===== config.mk =====
export PLATFORM = sky130hd
export DESIGN_NAME = utf16_to_utf8_transcoder
export DESIGN_NICKNAME = d
export VERILOG_FILES = /design/src/rtl/core/u2u_pkg.sv /design/src/rtl/core/utf16_to_utf8_transcoder.sv /design/src/rtl/core/u2u_front.sv /design/src/rtl/core/u2u_queue.sv /design/src/rtl/core/u2u_back.sv
export VERILOG_INCLUDE_DIRS = /design/src /design/src/rtl/core
export SDC_FILE = /design/constraint.sdc
export NUM_CORES = 1
export LEC_CHECK = 0
export BUFFER_PORTS_ARGS = -buffer_cell sky130_fd_sc_hd__buf_2
export CAP_MARGIN = 20
export CORE_ASPECT_RATIO = 0.8
export CORE_MARGIN = 4
export CORE_UTILIZATION = 60
export CTS_CLUSTER_DIAMETER = 200
export DETAILED_ROUTE_END_ITERATION = 6
export GPL_TIMING_DRIVEN = 0
export PLACE_DENSITY = 0.85
export REMOVE_ABC_BUFFERS = 1
export SETUP_SLACK_MARGIN = 0.02
export SLEW_MARGIN = 20
export SYNTH_ARGS = -nofsm -noshare
export SYNTH_HDL_FRONTEND = slang
export SYNTH_SLANG_ARGS = --single-unit

===== constraint.sdc =====
create_clock -name i_clk -period 4.6 [get_ports i_clk]
set_clock_uncertainty 0.05 [all_clocks]
set_input_delay 0.92 -clock i_clk [delete_from_list [all_inputs] [get_ports i_clk]]
set_output_delay 0.92 -clock i_clk [all_outputs]
set_load 0.01 [all_outputs]

===== src/rtl/core/utf16_to_utf8_transcoder_assert.svh =====
// ----------------------------------------------------------------------------
// UTF-16 to UTF-8 transcoder assertion macros
// Shared concurrent checks, clocked on the rising edge and held off in reset.
// ----------------------------------------------------------------------------
`ifndef UTF16_TO_UTF8_TRANSCODER_ASSERT_SVH
`define UTF16_TO_UTF8_TRANSCODER_ASSERT_SVH

// Consequent must hold in the same cycle as the antecedent
`define U2U_ASSERT_NOW(lbl, clk, rst_n, ante, cons, msg) \
    lbl: assert property (@(posedge clk) disable iff (!rst_n) (ante) |-> (cons)) \
        else $error(msg);

// Consequent must hold in the cycle after the antecedent
`define U2U_ASSERT_NEXT(lbl, clk, rst_n, ante, cons, msg) \
    lbl: assert property (@(posedge clk) disable iff (!rst_n) (ante) |=> (cons)) \
        else $error(msg);

`endif


===== src/rtl/core/u2u_pkg.sv =====
// ----------------------------------------------------------------------------
// u2u_pkg
// Types, constants and byte-forming functions of the UTF-16 to UTF-8 transcoder.
// ----------------------------------------------------------------------------
package u2u_pkg;

    localparam int unsigned CP_W = 21;

    // Top six bits of a high and of a low surrogate
    localparam logic [5:0] HI_TAG = 6'b110110;
    localparam logic [5:0] LO_TAG = 6'b110111;

    localparam logic [CP_W-1:0] SUPP_BASE = 21'h10000;

    // Sequence length minus one: 0..3 for one to four bytes
    typedef logic [1:0] t_len;

    // One queued job: one or two code points and the string's final flag
    typedef struct packed {
        logic [CP_W-1:0] cp0;
        logic [CP_W-1:0] cp1;
        logic            two;
        logic            fin;
    } t_job;

    // Push side of the job queue
    typedef struct packed {
        logic valid;
        t_job job;
    } t_push;

    // Pop side of the job queue
    typedef struct packed {
        logic valid;
        t_job job;
    } t_head;

    // Encoded length of a code point
    function automatic t_len cp_len(input logic [CP_W-1:0] cp);
        t_len len;
        if (cp < 21'h80) begin
            len = 2'd0;
        end else if (cp < 21'h800) begin
            len = 2'd1;
        end else if (cp < SUPP_BASE) begin
            len = 2'd2;
        end else begin
            len = 2'd3;
        end
        return len;
    endfunction

    // Byte at position idx of the UTF-8 sequence of cp
    function automatic logic [7:0] cp_byte(input logic [CP_W-1:0] cp,
                                           input t_len len,
                                           input t_len idx);
        logic [7:0] b;
        t_len       rem;
        rem = len - idx;
        if (idx == 2'd0) begin
            case (len)
                2'd0:    b = {1'b0, cp[6:0]};
                2'd1:    b = {3'b110, cp[10:6]};
                2'd2:    b = {4'b1110, cp[15:12]};
                default: b = {5'b11110, cp[20:18]};
            endcase
        end else begin
            case (rem)
                2'd0:    b = {2'b10, cp[5:0]};
                2'd1:    b = {2'b10, cp[11:6]};
                default: b = {2'b10, cp[17:12]};
            endcase
        end
        return b;
    endfunction

endpackage


===== src/rtl/core/utf16_to_utf8_transcoder.sv =====
// ----------------------------------------------------------------------------
// utf16_to_utf8_transcoder
// Streams UTF-16 code units in and UTF-8 bytes out, pairing surrogates.
// ----------------------------------------------------------------------------
// One code unit is taken per cycle while the job queue has room. The output
// side gives one byte per cycle while the sink takes them. An item produces
// no bytes for a held high surrogate, 1 to 4 for an ordinary unit or a pair,
// up to 6 when a held surrogate is flushed as three bytes ahead of the new
// unit. The single output byte register sets this pace; P_DEPTH jobs of queue
// let the input run ahead of it. When the block is idle, an accepted item
// passes the queue, the job registers and the output register before its
// first byte shows. Unpaired surrogates come out as three-byte sequences.
// tuser carries run_end (last byte caused by an input word); tlast marks the
// last byte of the string.
// ----------------------------------------------------------------------------
module utf16_to_utf8_transcoder #(
    parameter int unsigned P_DEPTH = 4
) (
    input  logic        i_clk,
    input  logic        i_rst_n,
    input  logic        i_s_tvalid,
    output logic        o_s_tready,
    input  logic [15:0] i_s_tdata,   // [15:0] code_unit
    input  logic        i_s_tlast,   // final_unit
    output logic        o_m_tvalid,
    input  logic        i_m_tready,
    output logic [7:0]  o_m_tdata,   // [7:0] out_byte
    output logic [0:0]  o_m_tuser,   // [0] run_end
    output logic        o_m_tlast    // string_end
);

    u2u_pkg::t_push push;
    u2u_pkg::t_head head;
    logic           full;
    logic           pop;

    // Classify units and keep the held surrogate
    u2u_front u_front (
        .i_clk   (i_clk),
        .i_rst_n (i_rst_n),
        .i_valid (i_s_tvalid),
        .o_ready (o_s_tready),
        .i_unit  (i_s_tdata),
        .i_fin   (i_s_tlast),
        .i_full  (full),
        .o_push  (push)
    );

    // Buffer jobs between the two sides
    u2u_queue #(
        .P_DEPTH (P_DEPTH)
    ) u_queue (
        .i_clk   (i_clk),
        .i_rst_n (i_rst_n),
        .i_push  (push),
        .o_full  (full),
        .o_head  (head),
        .i_pop   (pop)
    );

    // Serialize code points into bytes
    u2u_back u_back (
        .i_clk     (i_clk),
        .i_rst_n   (i_rst_n),
        .i_head    (head),
        .o_pop     (pop),
        .o_valid   (o_m_tvalid),
        .i_ready   (i_m_tready),
        .o_byte    (o_m_tdata),
        .o_run_end (o_m_tuser[0]),
        .o_str_end (o_m_tlast)
    );

endmodule


===== src/rtl/core/u2u_front.sv =====
// ----------------------------------------------------------------------------
// u2u_front
// Accepts code units, tracks a held high surrogate and pushes code point jobs.
// ----------------------------------------------------------------------------
`include "utf16_to_utf8_transcoder_assert.svh"

module u2u_front (
    input  logic           i_clk,
    input  logic           i_rst_n,
    input  logic           i_valid,
    output logic           o_ready,
    input  logic [15:0]    i_unit,
    input  logic           i_fin,
    input  logic           i_full,
    output u2u_pkg::t_push o_push
);

    logic       r_pend;
    logic [9:0] r_hb;
    logic       n_pend;
    logic [9:0] n_hb;

    logic                      accept;
    logic                      is_hi;
    logic                      is_lo;
    logic                      hold_new;
    logic [u2u_pkg::CP_W-1:0]  unit_cp;
    logic [u2u_pkg::CP_W-1:0]  pair_cp;
    logic [u2u_pkg::CP_W-1:0]  held_cp;

    assign o_ready = !i_full;
    assign accept  = i_valid && !i_full;

    // Classify the unit
    assign is_hi    = (i_unit[15:10] == u2u_pkg::HI_TAG);
    assign is_lo    = (i_unit[15:10] == u2u_pkg::LO_TAG);
    assign hold_new = is_hi && !i_fin;
    assign unit_cp  = {5'd0, i_unit};
    assign held_cp  = {5'd0, u2u_pkg::HI_TAG, r_hb};
    assign pair_cp  = u2u_pkg::SUPP_BASE + {1'b0, r_hb, i_unit[9:0]};

    // Form the job and the next held state
    always_comb begin
        o_push.valid   = 1'b0;
        o_push.job.cp0 = unit_cp;
        o_push.job.cp1 = unit_cp;
        o_push.job.two = 1'b0;
        o_push.job.fin = i_fin;
        n_pend         = r_pend;
        n_hb           = r_hb;
        if (accept) begin
            n_pend = 1'b0;
            n_hb   = 10'd0;
            if (r_pend) begin
                o_push.valid = 1'b1;
                if (is_lo) begin
                    o_push.job.cp0 = pair_cp;
                end else begin
                    o_push.job.cp0 = held_cp;
                    if (hold_new) begin
                        n_pend = 1'b1;
                        n_hb   = i_unit[9:0];
                    end else begin
                        o_push.job.two = 1'b1;
                    end
                end
            end else if (hold_new) begin
                n_pend = 1'b1;
                n_hb   = i_unit[9:0];
            end else begin
                o_push.valid = 1'b1;
            end
        end
    end

    // Hold the pending surrogate
    always_ff @(posedge i_clk) begin
        if (!i_rst_n) begin
            r_pend <= 1'b0;
            r_hb   <= 10'd0;
        end else begin
            r_pend <= n_pend;
            r_hb   <= n_hb;
        end
    end

    `U2U_ASSERT_NEXT(a_fin_clears_pend, i_clk, i_rst_n, accept && i_fin, !r_pend, "final unit left a surrogate held")
    `U2U_ASSERT_NOW(a_final_pushes, i_clk, i_rst_n, accept && i_fin, o_push.valid, "final unit pushed no job")

endmodule


===== src/rtl/core/u2u_queue.sv =====
// ----------------------------------------------------------------------------
// u2u_queue
// Short job queue between the classifying front and the byte-emitting back.
// ----------------------------------------------------------------------------
`include "utf16_to_utf8_transcoder_assert.svh"

module u2u_queue #(
    parameter int unsigned P_DEPTH = 4
) (
    input  logic           i_clk,
    input  logic           i_rst_n,
    input  u2u_pkg::t_push i_push,
    output logic           o_full,
    output u2u_pkg::t_head o_head,
    input  logic           i_pop
);

    localparam int unsigned AW = $clog2(P_DEPTH);
    localparam int unsigned CW = $clog2(P_DEPTH + 1);

    u2u_pkg::t_job r_mem [P_DEPTH];
    logic [AW-1:0] r_wr_ptr;
    logic [AW-1:0] r_rd_ptr;
    logic [CW-1:0] r_count;

    logic do_push;
    logic do_pop;

    assign o_full       = (r_count == CW'(P_DEPTH));
    assign o_head.valid = (r_count != '0);
    assign o_head.job   = r_mem[r_rd_ptr];
    assign do_push      = i_push.valid && !o_full;
    assign do_pop       = i_pop && o_head.valid;

    // Write the job storage
    always_ff @(posedge i_clk) begin
        if (do_push) begin
            r_mem[r_wr_ptr] <= i_push.job;
        end
    end

    // Advance pointers and count
    always_ff @(posedge i_clk) begin
        if (!i_rst_n) begin
            r_wr_ptr <= '0;
            r_rd_ptr <= '0;
            r_count  <= '0;
        end else begin
            if (do_push) begin
                r_wr_ptr <= (r_wr_ptr == AW'(P_DEPTH - 1)) ? '0 : r_wr_ptr + 1'b1;
            end
            if (do_pop) begin
                r_rd_ptr <= (r_rd_ptr == AW'(P_DEPTH - 1)) ? '0 : r_rd_ptr + 1'b1;
            end
            case ({do_push, do_pop})
                2'b10:   r_count <= r_count + 1'b1;
                2'b01:   r_count <= r_count - 1'b1;
                default: r_count <= r_count;
            endcase
        end
    end

    `U2U_ASSERT_NOW(a_no_push_full, i_clk, i_rst_n, o_full, !i_push.valid, "job pushed into a full queue")
    `U2U_ASSERT_NOW(a_count_bound, i_clk, i_rst_n, 1'b1, r_count <= CW'(P_DEPTH), "queue count beyond depth")

endmodule


===== src/rtl/core/u2u_back.sv =====
// ----------------------------------------------------------------------------
// u2u_back
// Pops code point jobs and emits their UTF-8 bytes, one word per cycle while the sink takes them.
// ----------------------------------------------------------------------------
`include "utf16_to_utf8_transcoder_assert.svh"

module u2u_back (
    input  logic           i_clk,
    input  logic           i_rst_n,
    input  u2u_pkg::t_head i_head,
    output logic           o_pop,
    output logic           o_valid,
    input  logic           i_ready,
    output logic [7:0]     o_byte,
    output logic           o_run_end,
    output logic           o_str_end
);

    logic                     r_act;
    logic [u2u_pkg::CP_W-1:0] r_cp;
    logic [u2u_pkg::CP_W-1:0] r_next;
    logic                     r_has_next;
    logic                     r_fin;
    u2u_pkg::t_len            r_len;
    u2u_pkg::t_len            r_idx;

    logic       r_out_valid;
    logic [7:0] r_out_byte;
    logic       r_out_run;
    logic       r_out_str;

    logic slot_free;
    logic emit;
    logic last_byte;
    logic job_done;

    assign slot_free = !r_out_valid || i_ready;
    assign emit      = r_act && slot_free;
    assign last_byte = (r_idx == r_len);
    assign job_done  = emit && last_byte && !r_has_next;
    assign o_pop     = i_head.valid && (!r_act || job_done);

    // Walk the bytes of the current job and load the next one
    always_ff @(posedge i_clk) begin
        if (!i_rst_n) begin
            r_act      <= 1'b0;
            r_has_next <= 1'b0;
            r_idx      <= 2'd0;
        end else begin
            if (o_pop) begin
                r_act      <= 1'b1;
                r_cp       <= i_head.job.cp0;
                r_len      <= u2u_pkg::cp_len(i_head.job.cp0);
                r_idx      <= 2'd0;
                r_next     <= i_head.job.cp1;
                r_has_next <= i_head.job.two;
                r_fin      <= i_head.job.fin;
            end else if (emit) begin
                if (!last_byte) begin
                    r_idx <= r_idx + 2'd1;
                end else if (r_has_next) begin
                    r_cp       <= r_next;
                    r_len      <= u2u_pkg::cp_len(r_next);
                    r_idx      <= 2'd0;
                    r_has_next <= 1'b0;
                end else begin
                    r_act <= 1'b0;
                end
            end
        end
    end

    // Output register: load a word or drop the taken one
    always_ff @(posedge i_clk) begin
        if (!i_rst_n) begin
            r_out_valid <= 1'b0;
        end else if (emit) begin
            r_out_valid <= 1'b1;
            r_out_byte  <= u2u_pkg::cp_byte(r_cp, r_len, r_idx);
            r_out_run   <= last_byte && !r_has_next;
            r_out_str   <= last_byte && !r_has_next && r_fin;
        end else if (slot_free) begin
            r_out_valid <= 1'b0;
        end
    end

    assign o_valid   = r_out_valid;
    assign o_byte    = r_out_byte;
    assign o_run_end = r_out_run;
    assign o_str_end = r_out_str;

    `U2U_ASSERT_NOW(a_str_implies_run, i_clk, i_rst_n, r_out_valid && r_out_str, r_out_run, "string end on a word that does not end its run")
    `U2U_ASSERT_NOW(a_idx_in_len, i_clk, i_rst_n, r_act, r_idx <= r_len, "byte index past sequence length")

endmodule

==> flow_summary.json <==
{
  "status": "completed",
  "p_per_area_nw_per_um2": 567.5,
  "antenna_found_initial": 0,
  "syn_inst": 531,
  "critical_path_buf_inv_count": 3,
  "cts_resized": 0,
  "cpMaxStageDelayCell": "inv_1",
  "port_buffers": 32,
  "cts_buffers": 22,
  "die-width_microns": 147.2,
  "synthToLayoutAreaGrowth_pct": 12.29,
  "final_area_sq_um": 10450,
  "cp-end-kind": "register",
  "grt_first_pass_wirelength_microns": 28460,
  "setup_viol_count_final": 0,
  "hold_violations": 0,
  "gp_congestion": 0.8087,
  "fmax_ghz": 0.2464,
  "cp_common_cell": "inv_1",
  "min_period_over_period_pct": 88.23,
  "place_hpwl_microns": 11340,
  "min_path_type": "register to register",
  "fin_ws_ps": 541.5,
  "rsz0062_at_grt": "no",
  "dp_cells": 758,
  "synth.most_common_cell": "edfxtp_1",
  "cp_max_fo": 21,
  "cts_setup_buffers": 0,
  "clock_latency_ps": 500,
  "worst_ir_drop_vdd_v": 0.0002969,
  "diodes": 0,
  "ant_nets": 0,
  "setup_tns_ps": 0,
  "power_leakage_nw": 3.462,
  "drc": 0,
  "synth.largest_area_cell": "edfxtp_1",
  "cp.required_ps": 4950,
  "ys.warnings.count": 0,
  "synth_edf_count": 206,
  "first_pass_iters": 6,
  "synth_cell_types": 50,
  "start_kind": "register",
  "synth-async-reset-ratio_pct": 0,
  "maxCapViolations": 0,
  "nNetsFinal": 607,
  "synth.top_cells.by_count": "206 x edfxtp_1, 34 x nand2_1, 29 x mux4_2, 26 x mux2_2, 25 x dfxtp_1",
  "vias": 4971,
  "dpl_cell_area_sq_um": 9789,
  "cts_buffer_depth": 3,
  "start_util_pct": 61.54,
  "ys.flop_type": "edfxtp_1",
  "clockRootBuffer": "clkbuf_16",
  "grt_max_degree": 31,
  "cts.sinks": 231,
  "cts_tree": "built",
  "ys_ff_latch": 231,
  "critPathMaxStageDelay_ps": 770,
  "dp_slack_ps": 469.3,
  "slew_headroom_pct": 33.15,
  "core_sq_um": 15110,
  "slew_violations": 0,
  "vias_per_cell": 6.245,
  "cp.arrival_ps": 4410,
  "worstMarginPinSlew_ps": 1002,
  "synth_area_sq_um": 9301,
  "grt_pass1_vias": 5153,
  "fin_crit_ps": 4058,
  "routed_wirelength_microns": 18140,
  "cp_cell_sequence": "inv_1 > ha_1 > a41o_1 > nand2_1 > inv_1 > ha_1 > inv_1 > fa_1 > xor2_1 > or3_1 > a21oi_1",
  "wl_per_cell_microns": 22.79,
  "htree_levels": 1,
  "ios": 33,
  "crit_family": "adder cells",
  "grt_overflow": 0,
  "final_cells": 796,
  "drtIter0Drc": 465,
  "die_area_sq_um": 17570,
  "synth_top_area_share_pct": 66.51,
  "final_util_pct": 69.11,
  "drive_above_1_share_pct": 22.87,
  "synthTopCellsByArea": "edfxtp_1 67%, mux4_2 7.0%, dfxtp_1 5.4%",
  "crit_type": "register to register",
  "holdBufCountCts": 0,
  "ys_seq_area_share_pct": 71.89,
  "clkTransAtPathRegs_ps": 60,
  "avgSynthCellArea_sq_um": 17.52,
  "die_y_microns": 119.4,
  "track_usage_pct": 21.00,
  "row_count": 40
}
## area by class of cell
type | count | area (sq um)
clock inverter | 7 | 30.03
multi-input combinational | 259 | 2464
clock buffer | 31 | 625.6
tap | 210 | 262.8
sequential | 231 | 6691
timing repair buffer | 40 | 304.0
fill | 961 | 4669
inverter | 18 | 67.56
## power by group
group | switching, mW | internal, mW
Sequential | 0.163 | 2.69
Combinational | 0.755 | 0.648
Clock | 0.725 | 0.943
Total | 1.64 | 4.29
## sequential cells by signal (all words and copies together), names as in the netlist, 3 cells and up, named ones only
signal	cells
u_back.o_byte	8
u_queue.r_mem	156
u_back.r_cp	21
u_front.r_hb	10
u_back.r_next	16
u_queue.r_count	3
## stage by stage
stage | hold slack, ps | total power [mW]
floorplan | 392.4 | 3.815
finish | 434.2 | 5.927
global placement | 405.5 | 4.177
detailed placement | 422.5 | 4.292
global route | 443.0 | 6.189
CTS | 434.5 | 5.950
## final timing paths
| check | startpoint | end | slack, ps | cells after the start |
|---|---|---|---|---|
| setup / recovery | u_back.r_len[0]$_DFFE_PP_ | u_queue.r_count[2]$_SDFFE_PN0P_ | 540 | 11 |
| hold / removal | u_front.r_hb[3]$_SDFFE_PN0N_ | u_front.r_hb[3]$_SDFFE_PN0N_ | 430 | 2 |
| setup reg to reg | u_back.r_len[0]$_DFFE_PP_ | u_queue.r_count[2]$_SDFFE_PN0P_ | 540 | 11 |
| hold reg to reg | u_front.r_hb[3]$_SDFFE_PN0N_ | u_front.r_hb[3]$_SDFFE_PN0N_ | 430 | 2 |
## placed cells by master (no fill, tap or decap), drive strengths merged, types with 3 or more instances in the layout
master,instances
o22a,4
mux2i,7
inv,17
mux2,26
nor2,18
a21oi,21
xor2,3
nor4,3
buf,40
and2,6
dfxtp,25
or4,6
clkbuf,31
or3,4
and3,6
mux4,39
a222oi,4
ha,13
nand3,16
edfxtp,206
clkinv,8
o21ai,20
nand2,34
## per-layer routing
| layer | wire length, microns | GRT usage [%] |
|---|---|---|
| met3 | 1303 | 3.994 |
| met1 | 7570 | 29.67 |
| met2 | 8794 | 33.63 |
| met4 | 472 | 6.752 |
| met5 | 0 | 0 |
## tightest hold or removal path, cell delays in order (launching register included)
cell and delay, ps:
dfxtp_1 330, nand2_1 60, a21oi_1 50
## kinds of logic (layout without fill, tap and decap cells)
logic type               after synthesis  count (layout)  share of synthesized area (%)
flip-flops                           231             231                          71.89
AND/OR/NAND/NOR                      103             103                          5.461
multiplexers                          72              72                          13.75
AO/OA/AOI/OAI                         64              64                          4.358
buffers and inverters                 41              96                          1.870
adder cells (fa/ha/maj)               14              14                          1.964
XOR/XNOR                               6               6                         0.7130
No activity file was read; power rests on OpenSTA's default activity.
